<file path="config.mk">
export PLATFORM = sky130hd
export DESIGN_NAME = policy_ordered_request_queue_flat
export DESIGN_NICKNAME = d
export VERILOG_FILES = /design/src/hdl/porq_pkg.sv /design/src/hdl/porq_if.sv /design/src/hdl/porq_cell.sv /design/src/hdl/policy_ordered_request_queue.sv /design/src/flat_wrapper.sv
export SDC_FILE = /design/constraint.sdc
export NUM_CORES = 2
export LEC_CHECK = 0
export ABC_AREA = 1
export BUFFER_PORTS_ARGS = -buffer_cell sky130_fd_sc_hd__buf_2
export CAP_MARGIN = 20
export CELL_PAD_IN_SITES_DETAIL_PLACEMENT = 1
export CELL_PAD_IN_SITES_GLOBAL_PLACEMENT = 1
export CORE_MARGIN = 2
export CORE_UTILIZATION = 23
export DETAILED_ROUTE_END_ITERATION = 10
export PLACE_DENSITY = 0.45
export SYNTH_ARGS = -nofsm -noshare
export SYNTH_HDL_FRONTEND = slang
export SYNTH_HIERARCHICAL = 1
export SYNTH_SLANG_ARGS = --single-unit
</file>
<file path="constraint.sdc">
create_clock -name i_clk -period 16.2 [get_ports i_clk]
set_clock_uncertainty 0.15 [all_clocks]
set_input_delay 1.62 -clock i_clk [delete_from_list [all_inputs] [get_ports i_clk]]
set_output_delay 1.62 -clock i_clk [all_outputs]
set_load 0.05 [all_outputs]
</file>
<file path="src/hdl/porq_pkg.sv">
// ----------------------------------------------------------------------------
// porq_pkg
// Shared types and codes for the policy ordered request queue.
// ----------------------------------------------------------------------------
package porq_pkg;

    localparam logic       REQ_ENQ = 1'b0;
    localparam logic       REQ_DEQ = 1'b1;

    localparam logic [1:0] POL_FIFO = 2'd0;
    localparam logic [1:0] POL_RFF  = 2'd1;
    localparam logic [1:0] POL_SFF  = 2'd2;

    localparam logic [1:0] ST_DONE  = 2'd0;
    localparam logic [1:0] ST_FULL  = 2'd1;
    localparam logic [1:0] ST_EMPTY = 2'd2;

    localparam logic       CFG_POLICY   = 1'b0;
    localparam logic       CFG_CAPACITY = 1'b1;

    localparam logic [4:0] CAPACITY_RESET = 5'd4;

    typedef struct packed {
        logic        req_type;
        logic [15:0] request_id;
        logic [31:0] modified_time;
        logic [31:0] item_size;
    } t_req;

    typedef struct packed {
        logic [1:0]  status;
        logic [15:0] head_id;
        logic        is_full;
        logic        is_empty;
    } t_rsp;

    typedef struct packed {
        logic [15:0] id;
        logic [31:0] mtime;
        logic [31:0] size;
    } t_entry;

    typedef struct packed {
        logic       enq;
        logic       deq;
        logic [1:0] policy;
    } t_cell_ctrl;

endpackage

</file>
<file path="src/hdl/porq_if.sv">
// ----------------------------------------------------------------------------
// porq_req_if / porq_rsp_if
// Valid/ready channels for requests and responses.
// ----------------------------------------------------------------------------
interface porq_req_if;
    logic          valid;
    logic          ready;
    porq_pkg::t_req payload;

    modport source (output valid, output payload, input ready);
    modport sink   (input valid, input payload, output ready);
endinterface

interface porq_rsp_if;
    logic          valid;
    logic          ready;
    porq_pkg::t_rsp payload;

    modport source (output valid, output payload, input ready);
    modport sink   (input valid, input payload, output ready);
endinterface

</file>
<file path="src/hdl/porq_cell.sv">
// ----------------------------------------------------------------------------
// porq_cell
// One queue slot: holds an entry, compares it with the incoming key and
// takes its own value, the new entry or a neighbor's entry each cycle.
// ----------------------------------------------------------------------------
module porq_cell (
    input  logic                  i_clk,
    input  porq_pkg::t_cell_ctrl  i_ctrl,
    input  logic                  i_live,
    input  logic                  i_before,
    input  porq_pkg::t_entry      i_new,
    input  porq_pkg::t_entry      i_prev,
    input  porq_pkg::t_entry      i_next,
    output porq_pkg::t_entry      o_entry,
    output logic                  o_pass
);

    porq_pkg::t_entry r_entry;
    porq_pkg::t_entry n_entry;
    logic             w_order_ok;

    always_comb begin
        case (i_ctrl.policy)
            porq_pkg::POL_RFF: w_order_ok = (r_entry.mtime >= i_new.mtime);
            porq_pkg::POL_SFF: w_order_ok = (r_entry.size <= i_new.size);
            default:           w_order_ok = 1'b1;
        endcase
    end

    assign o_pass = i_live & w_order_ok;

    always_comb begin
        n_entry = r_entry;
        if (i_ctrl.deq) begin
            n_entry = i_next;
        end else if (i_ctrl.enq) begin
            if (i_before) begin
                n_entry = i_prev;
            end else if (!o_pass) begin
                n_entry = i_new;
            end
        end
    end

    always_ff @(posedge i_clk) begin
        r_entry <= n_entry;
    end

    assign o_entry = r_entry;

endmodule

</file>
<file path="src/hdl/policy_ordered_request_queue.sv">
// ----------------------------------------------------------------------------
// policy_ordered_request_queue
// Bounded request queue kept in FIFO, recent-first or smallest-first order.
// ----------------------------------------------------------------------------
// Requests arrive on i_req: an enqueue carries an id, a modification time and
// a size; a dequeue removes the head. Every transaction on i_req yields one
// transaction on o_rsp with a status, the removed id and full/empty flags.
// The queue is a row of QUEUE_DEPTH cells, head first. Each cell compares its
// entry with the incoming key in parallel, so an insert or removal needs no
// search: a response is registered in the cycle after its request, and a new
// request is taken every cycle while the response register can drain. When
// o_rsp stalls, the pending response holds and i_req.ready drops until it is
// taken. Reset clears the occupancy, sets the policy to FIFO and the capacity
// to four; entry storage is not cleared. A capacity above QUEUE_DEPTH acts as
// QUEUE_DEPTH. Write the configuration port (i_cfg_we, i_cfg_idx, i_cfg_data)
// only while the queue is idle: the user must see to it, the block does not.
// ----------------------------------------------------------------------------
module policy_ordered_request_queue #(
    parameter int QUEUE_DEPTH = 16
) (
    input  logic       i_clk,
    input  logic       i_rst_n,
    porq_req_if.sink   i_req,
    porq_rsp_if.source o_rsp,
    input  logic       i_cfg_we,
    input  logic       i_cfg_idx,
    input  logic [4:0] i_cfg_data
);

    localparam int OW = $clog2(QUEUE_DEPTH + 1);
    localparam int LW = (OW > 5) ? OW : 5;

    logic [1:0]        r_policy;
    logic [4:0]        r_cap;
    logic [OW-1:0]     r_occ;
    logic [OW-1:0]     n_occ;
    logic              r_rsp_valid;
    porq_pkg::t_rsp    r_rsp;
    porq_pkg::t_rsp    n_rsp;

    logic              w_accept;
    logic              w_full_now;
    logic [LW-1:0]     w_cap_ext;
    logic [LW-1:0]     w_lim;
    porq_pkg::t_cell_ctrl w_ctrl;
    porq_pkg::t_entry  w_new;
    porq_pkg::t_entry  w_entry [QUEUE_DEPTH];
    logic [QUEUE_DEPTH-1:0] w_pass;
    logic [QUEUE_DEPTH-1:0] w_before;
    logic [QUEUE_DEPTH-1:0] w_live;

    assign i_req.ready = !r_rsp_valid || o_rsp.ready;
    assign w_accept    = i_req.valid && i_req.ready;

    assign w_cap_ext  = LW'(r_cap);
    assign w_lim      = (w_cap_ext > LW'(QUEUE_DEPTH)) ? LW'(QUEUE_DEPTH) : w_cap_ext;
    assign w_full_now = (LW'(r_occ) >= w_lim);

    assign w_new.id    = i_req.payload.request_id;
    assign w_new.mtime = i_req.payload.modified_time;
    assign w_new.size  = i_req.payload.item_size;

    assign w_ctrl.enq    = w_accept && (i_req.payload.req_type == porq_pkg::REQ_ENQ)
                           && !w_full_now;
    assign w_ctrl.deq    = w_accept && (i_req.payload.req_type == porq_pkg::REQ_DEQ)
                           && (r_occ != '0);
    assign w_ctrl.policy = r_policy;

    for (genvar g = 0; g < QUEUE_DEPTH; g++) begin : g_cell
        localparam logic [QUEUE_DEPTH-1:0] LOW_MASK =
            (QUEUE_DEPTH'(1) << g) - QUEUE_DEPTH'(1);
        porq_pkg::t_entry w_prev;
        porq_pkg::t_entry w_next;

        assign w_live[g]   = (OW'(g) < r_occ);
        assign w_before[g] = |(~w_pass & LOW_MASK);

        if (g == 0) begin : g_first
            assign w_prev = w_new;
        end else begin : g_mid
            assign w_prev = w_entry[g-1];
        end
        if (g == QUEUE_DEPTH - 1) begin : g_last
            assign w_next = w_entry[g];
        end else begin : g_body
            assign w_next = w_entry[g+1];
        end

        porq_cell u_cell (
            .i_clk    (i_clk),
            .i_ctrl   (w_ctrl),
            .i_live   (w_live[g]),
            .i_before (w_before[g]),
            .i_new    (w_new),
            .i_prev   (w_prev),
            .i_next   (w_next),
            .o_entry  (w_entry[g]),
            .o_pass   (w_pass[g])
        );
    end

    always_comb begin
        n_occ          = r_occ;
        n_rsp.status   = porq_pkg::ST_DONE;
        n_rsp.head_id  = '0;
        if (i_req.payload.req_type == porq_pkg::REQ_ENQ) begin
            if (w_full_now) begin
                n_rsp.status = porq_pkg::ST_FULL;
            end else begin
                n_occ = OW'(r_occ + 1'b1);
            end
        end else begin
            if (r_occ == '0) begin
                n_rsp.status = porq_pkg::ST_EMPTY;
            end else begin
                n_rsp.head_id = w_entry[0].id;
                n_occ         = OW'(r_occ - 1'b1);
            end
        end
        n_rsp.is_full  = (LW'(n_occ) >= w_lim);
        n_rsp.is_empty = (n_occ == '0);
    end

    always_ff @(posedge i_clk) begin
        if (!i_rst_n) begin
            r_occ       <= '0;
            r_rsp_valid <= 1'b0;
            r_policy    <= porq_pkg::POL_FIFO;
            r_cap       <= porq_pkg::CAPACITY_RESET;
        end else begin
            if (w_accept) begin
                r_occ       <= n_occ;
                r_rsp_valid <= 1'b1;
            end else if (o_rsp.ready) begin
                r_rsp_valid <= 1'b0;
            end
            if (i_cfg_we) begin
                unique case (i_cfg_idx)
                    porq_pkg::CFG_POLICY:   r_policy <= i_cfg_data[1:0];
                    porq_pkg::CFG_CAPACITY: r_cap    <= i_cfg_data;
                    default: ;
                endcase
            end
        end
    end

    always_ff @(posedge i_clk) begin
        if (w_accept) begin
            r_rsp <= n_rsp;
        end
    end

    assign o_rsp.valid   = r_rsp_valid;
    assign o_rsp.payload = r_rsp;

    a_occ_bound: assert property (@(posedge i_clk) disable iff (!i_rst_n)
        r_occ <= OW'(QUEUE_DEPTH))
        else $error("occupancy above queue depth");

    a_deq_count: assert property (@(posedge i_clk) disable iff (!i_rst_n)
        w_ctrl.deq |=> (r_occ == OW'($past(r_occ) - 1'b1)))
        else $error("dequeue did not lower occupancy");

    a_enq_count: assert property (@(posedge i_clk) disable iff (!i_rst_n)
        w_ctrl.enq |=> (r_occ == OW'($past(r_occ) + 1'b1)))
        else $error("enqueue did not raise occupancy");

    a_rsp_follows: assert property (@(posedge i_clk) disable iff (!i_rst_n)
        w_accept |=> r_rsp_valid)
        else $error("accepted request produced no response");

    a_head_zero: assert property (@(posedge i_clk) disable iff (!i_rst_n)
        (r_rsp_valid && (r_rsp.status != porq_pkg::ST_DONE)) |-> (r_rsp.head_id == '0))
        else $error("head id set on a failed request");

endmodule

</file>
<file path="src/flat_wrapper.sv">
// flat-port wrapper written by rule: the top's interface ports become plain ports
module policy_ordered_request_queue_flat 
#(
    parameter int QUEUE_DEPTH = 16
)
  (i_clk, i_rst_n, i_cfg_we, i_cfg_idx, i_cfg_data, i_req_valid, i_req_payload, i_req_ready, o_rsp_valid, o_rsp_payload, o_rsp_ready);
  porq_req_if i_req_i ();
  porq_rsp_if o_rsp_i ();
  input  logic i_clk;
  input  logic i_rst_n;
  input  logic i_cfg_we;
  input  logic i_cfg_idx;
  input  logic [4:0] i_cfg_data;
  input wire logic [$bits(i_req_i.valid)-1:0] i_req_valid;
  input wire logic [$bits(i_req_i.payload)-1:0] i_req_payload;
  output wire logic [$bits(i_req_i.ready)-1:0] i_req_ready;
  output wire logic [$bits(o_rsp_i.valid)-1:0] o_rsp_valid;
  output wire logic [$bits(o_rsp_i.payload)-1:0] o_rsp_payload;
  input wire logic [$bits(o_rsp_i.ready)-1:0] o_rsp_ready;
  assign i_req_i.valid = i_req_valid;
  assign i_req_i.payload = i_req_payload;
  assign i_req_ready = i_req_i.ready;
  assign o_rsp_valid = o_rsp_i.valid;
  assign o_rsp_payload = o_rsp_i.payload;
  assign o_rsp_i.ready = o_rsp_ready;
  policy_ordered_request_queue #(.QUEUE_DEPTH(QUEUE_DEPTH)) u_core (.i_clk(i_clk), .i_rst_n(i_rst_n), .i_req(i_req_i), .o_rsp(o_rsp_i), .i_cfg_we(i_cfg_we), .i_cfg_idx(i_cfg_idx), .i_cfg_data(i_cfg_data));
endmodule
</file>
==> impl_results.md <==
- CP peak stage delay: 0.66 ns
- Cell family with most CP delay: simple AND/OR/NAND/NOR gates
- Area Overhead vs Synth: 13.30%
- Capturing point of the worst reg2reg path: u_core/g_cell[15].u_cell/o_entry[37]$_DFFE_PP_
- Post-cts sizing count: 0
- Buf/Inv on CP: 8
- Worst hold start: u_core/o_rsp.valid$_SDFFE_PN0P_
- Num CTS Buffers: 187
- Final TNS setup: 0 ns
- Final setup viols: 0
- Grt ovf: 0
- Setup crit start kind: primary input
- Final slew viol count: 0
- Worst rel slew slack: 0.1705
- DPL Wire Length: 283.7 mm
- Post-CTS Hold Buffers: 0
- Hold crit path type: reg2reg
- Final Hold Viols: 0
- Total setup buffers inserted after CTS: 0
- Lkg Pwr: 44.10 nW
- Fin crit period: 8.447 ns
- Routed len/inst: 23.99 um
- CTS tree: built
- Tot GR Track Use: 0.1975
- Max-cap check violation count: 0
- FMAX: 118.4 MHz
- Status: finished clean
- Worst Path Max Fanout: 45
- Htree depth: 4
- Clock buffer depth: 4
- RD Place Congestion: 0.7988
- Cells on Worst Hold Path: 2
- Full die area: 0.4117 mm2
- Starting Density: 0.2306
- Chip Height: 641.7 um
- Initial DRC count: 5101
- Initial antenna violation count: 22
- Mapped Cells: 11840
- Worst Hold End: u_core/o_rsp.valid$_SDFFE_PN0P_
- Initial DRT Pass Iterations: 6
- Largest net degree at the start of global routing: 186
- Vias per Instance: 4.878
- Crit Path Class: in2reg
- Critical Path AT: 9.00 ns
- Vias: 84490
- Post-DRT Antenna Nets: 0
- Worst slew pin tran: 1.244 ns
- Placed inst area: 0.1001 mm2
- Flop2flop setup slack: 8.82 ns
- Critical Path RT: 16.75 ns
- Worst path slowest cell: buf_2
- WL final: 415.5 mm
- Final Instance Area: 0.1060 mm2
- First-pass GRT wire length: 613.4 mm
- Final net count: 12910
- Max IR drop VDD: 82.77 uV
- CORE AREA: 0.4055 mm2
- Clock latency at the later pin of the worst-skew pair: 0.91 ns
- Mean Syn Cell Area: 7.896 um2
- Layout cells sized above 1: 0.06261
- P per Cell Area: 113.1 mW/mm2
- Worst reg2reg path depth: 23
- Die W: 641.7 um
- Launching point of the worst reg2reg path: u_core/g_cell[0].u_cell/o_entry[63]$_DFFE_PP_
- CTS sink cnt: 1313
- Clock transition at path regs: 0.06 ns
- Critical path capture point type: register
- PortBufs: 113
- Final period utilization: 0.5214
- Cell repeated most along the worst path: nand2_1
- Num rows: 234
- DRC viols: 0
- Syn nets: 13010
- Mapped Area: 0.09352 mm2
- I/O pin cnt: 114
- Vias in the first global route: 91230
- CTS root buffer: clkbuf_16
- Yosys warns: 6
- RSZ-0062 raised after global routing: no
power breakdown:
| part | leakage, nW | internal (mW) | switching (mW) |
|---|---|---|---|
| registers | 12.3 | 4.46 | 0.425 |
| clock network | 2.80 | 2.35 | 1.75 |
| logic | 29.0 | 0.921 | 2.07 |
sequential cells by signal, summed over array words and instances, names as in the netlist:
register / count
u_core/g_cell.u_cell/o_entry: 1280
u_core/o_rsp.payload: 20
u_core/r_cap: 5
u_core/r_occ: 5
u_core/r_policy: 2
u_core/o_rsp.valid: 1
final cells by class:
type | instances | area (um2)
inverters | 1386 | 5328
flip-flops and latches | 1313 | 39300
clock buffers | 250 | 5009
fillers | 48040 | 299600
repair buffers | 257 | 1737
well taps | 5428 | 6792
multi-input cells | 8599 | 47020
diodes | 8 | 20.02
clock inverters | 79 | 747.0
per-layer routing:
metal	vias to the layer above	track usage	wire, um
met3	431	0.01747	11850
met2	1203	0.3361	195100
met4	0	0.04876	10300
li1	39660	-	-
met1	43190	0.2682	198200
met5	-	0	0
per-stage QoR:
| stage | util | total power [mW] | hold slack [ns] | std cells | setup slack, ns |
|---|---|---|---|---|---|
| detailed placement | 0.2470 | 7.972 | 0.3535 | 16980 | 6.831 |
| global route | 0.2612 | 12.67 | 0.3896 | 17310 | 7.454 |
| finish | 0.2613 | 11.98 | 0.3587 | 17320 | 7.753 |
| CTS | 0.2612 | 12.18 | 0.3615 | 17310 | 7.770 |
| global placement | 0.2469 | 7.849 | 0.3552 | 16980 | 6.728 |
| floorplan | - | 6.622 | 0.3120 | 11840 | 9.869 |
worst register-to-register path, cell delays in order, from the launching register on:
cell	delay, ns
edfxtp_1	0.44
ha_1	0.33
nand2_1	0.08
nor2_2	0.22
nand4_1	0.30
nor2_1	0.61
nand2_1	0.13
nand2_1	0.23
nand2_1	0.12
nand3_2	0.10
and2_1	0.32
nand4_1	0.19
inv_2	0.24
nand4_4	0.12
nor2_2	0.22
inv_4	0.21
nor2_4	0.26
nand4_1	0.32
buf_4	0.43
buf_4	0.51
inv_4	0.53
buf_4	0.66
nand2_1	0.23
a21oi_1	0.21
cell usage in the layout, fill, tap and decap left out, drive strengths merged, types with 87 or more instances in the layout:
master  instances
o21ai          97
buf           257
nand4          87
nand2        2408
a21oi        3036
nor2         1639
edfxtp       1300
inv          1376
nand3          92
ha           1069
clkbuf        250
how the worst max path moves through the flow:
stage | to | slack, ns | depth (start not counted) | start
floorplan | u_core/g_cell[9].u_cell/o_entry[0]$_DFFE_PP_ | 9.87 | 8 | o_rsp_ready
global placement | u_core/g_cell[14].u_cell/o_entry[38]$_DFFE_PP_ | 6.73 | 24 | i_req_payload[63]
detailed placement | u_core/g_cell[15].u_cell/o_entry[32]$_DFFE_PP_ | 6.83 | 25 | i_req_payload[63]
CTS | u_core/g_cell[15].u_cell/o_entry[32]$_DFFE_PP_ | 7.77 | 25 | i_req_payload[63]
global route | u_core/g_cell[15].u_cell/o_entry[37]$_DFFE_PP_ | 7.45 | 25 | i_req_payload[63]
finish | u_core/g_cell[15].u_cell/o_entry[37]$_DFFE_PP_ | 7.75 | 25 | i_req_payload[63]
(Power assumes the default switching activity.)
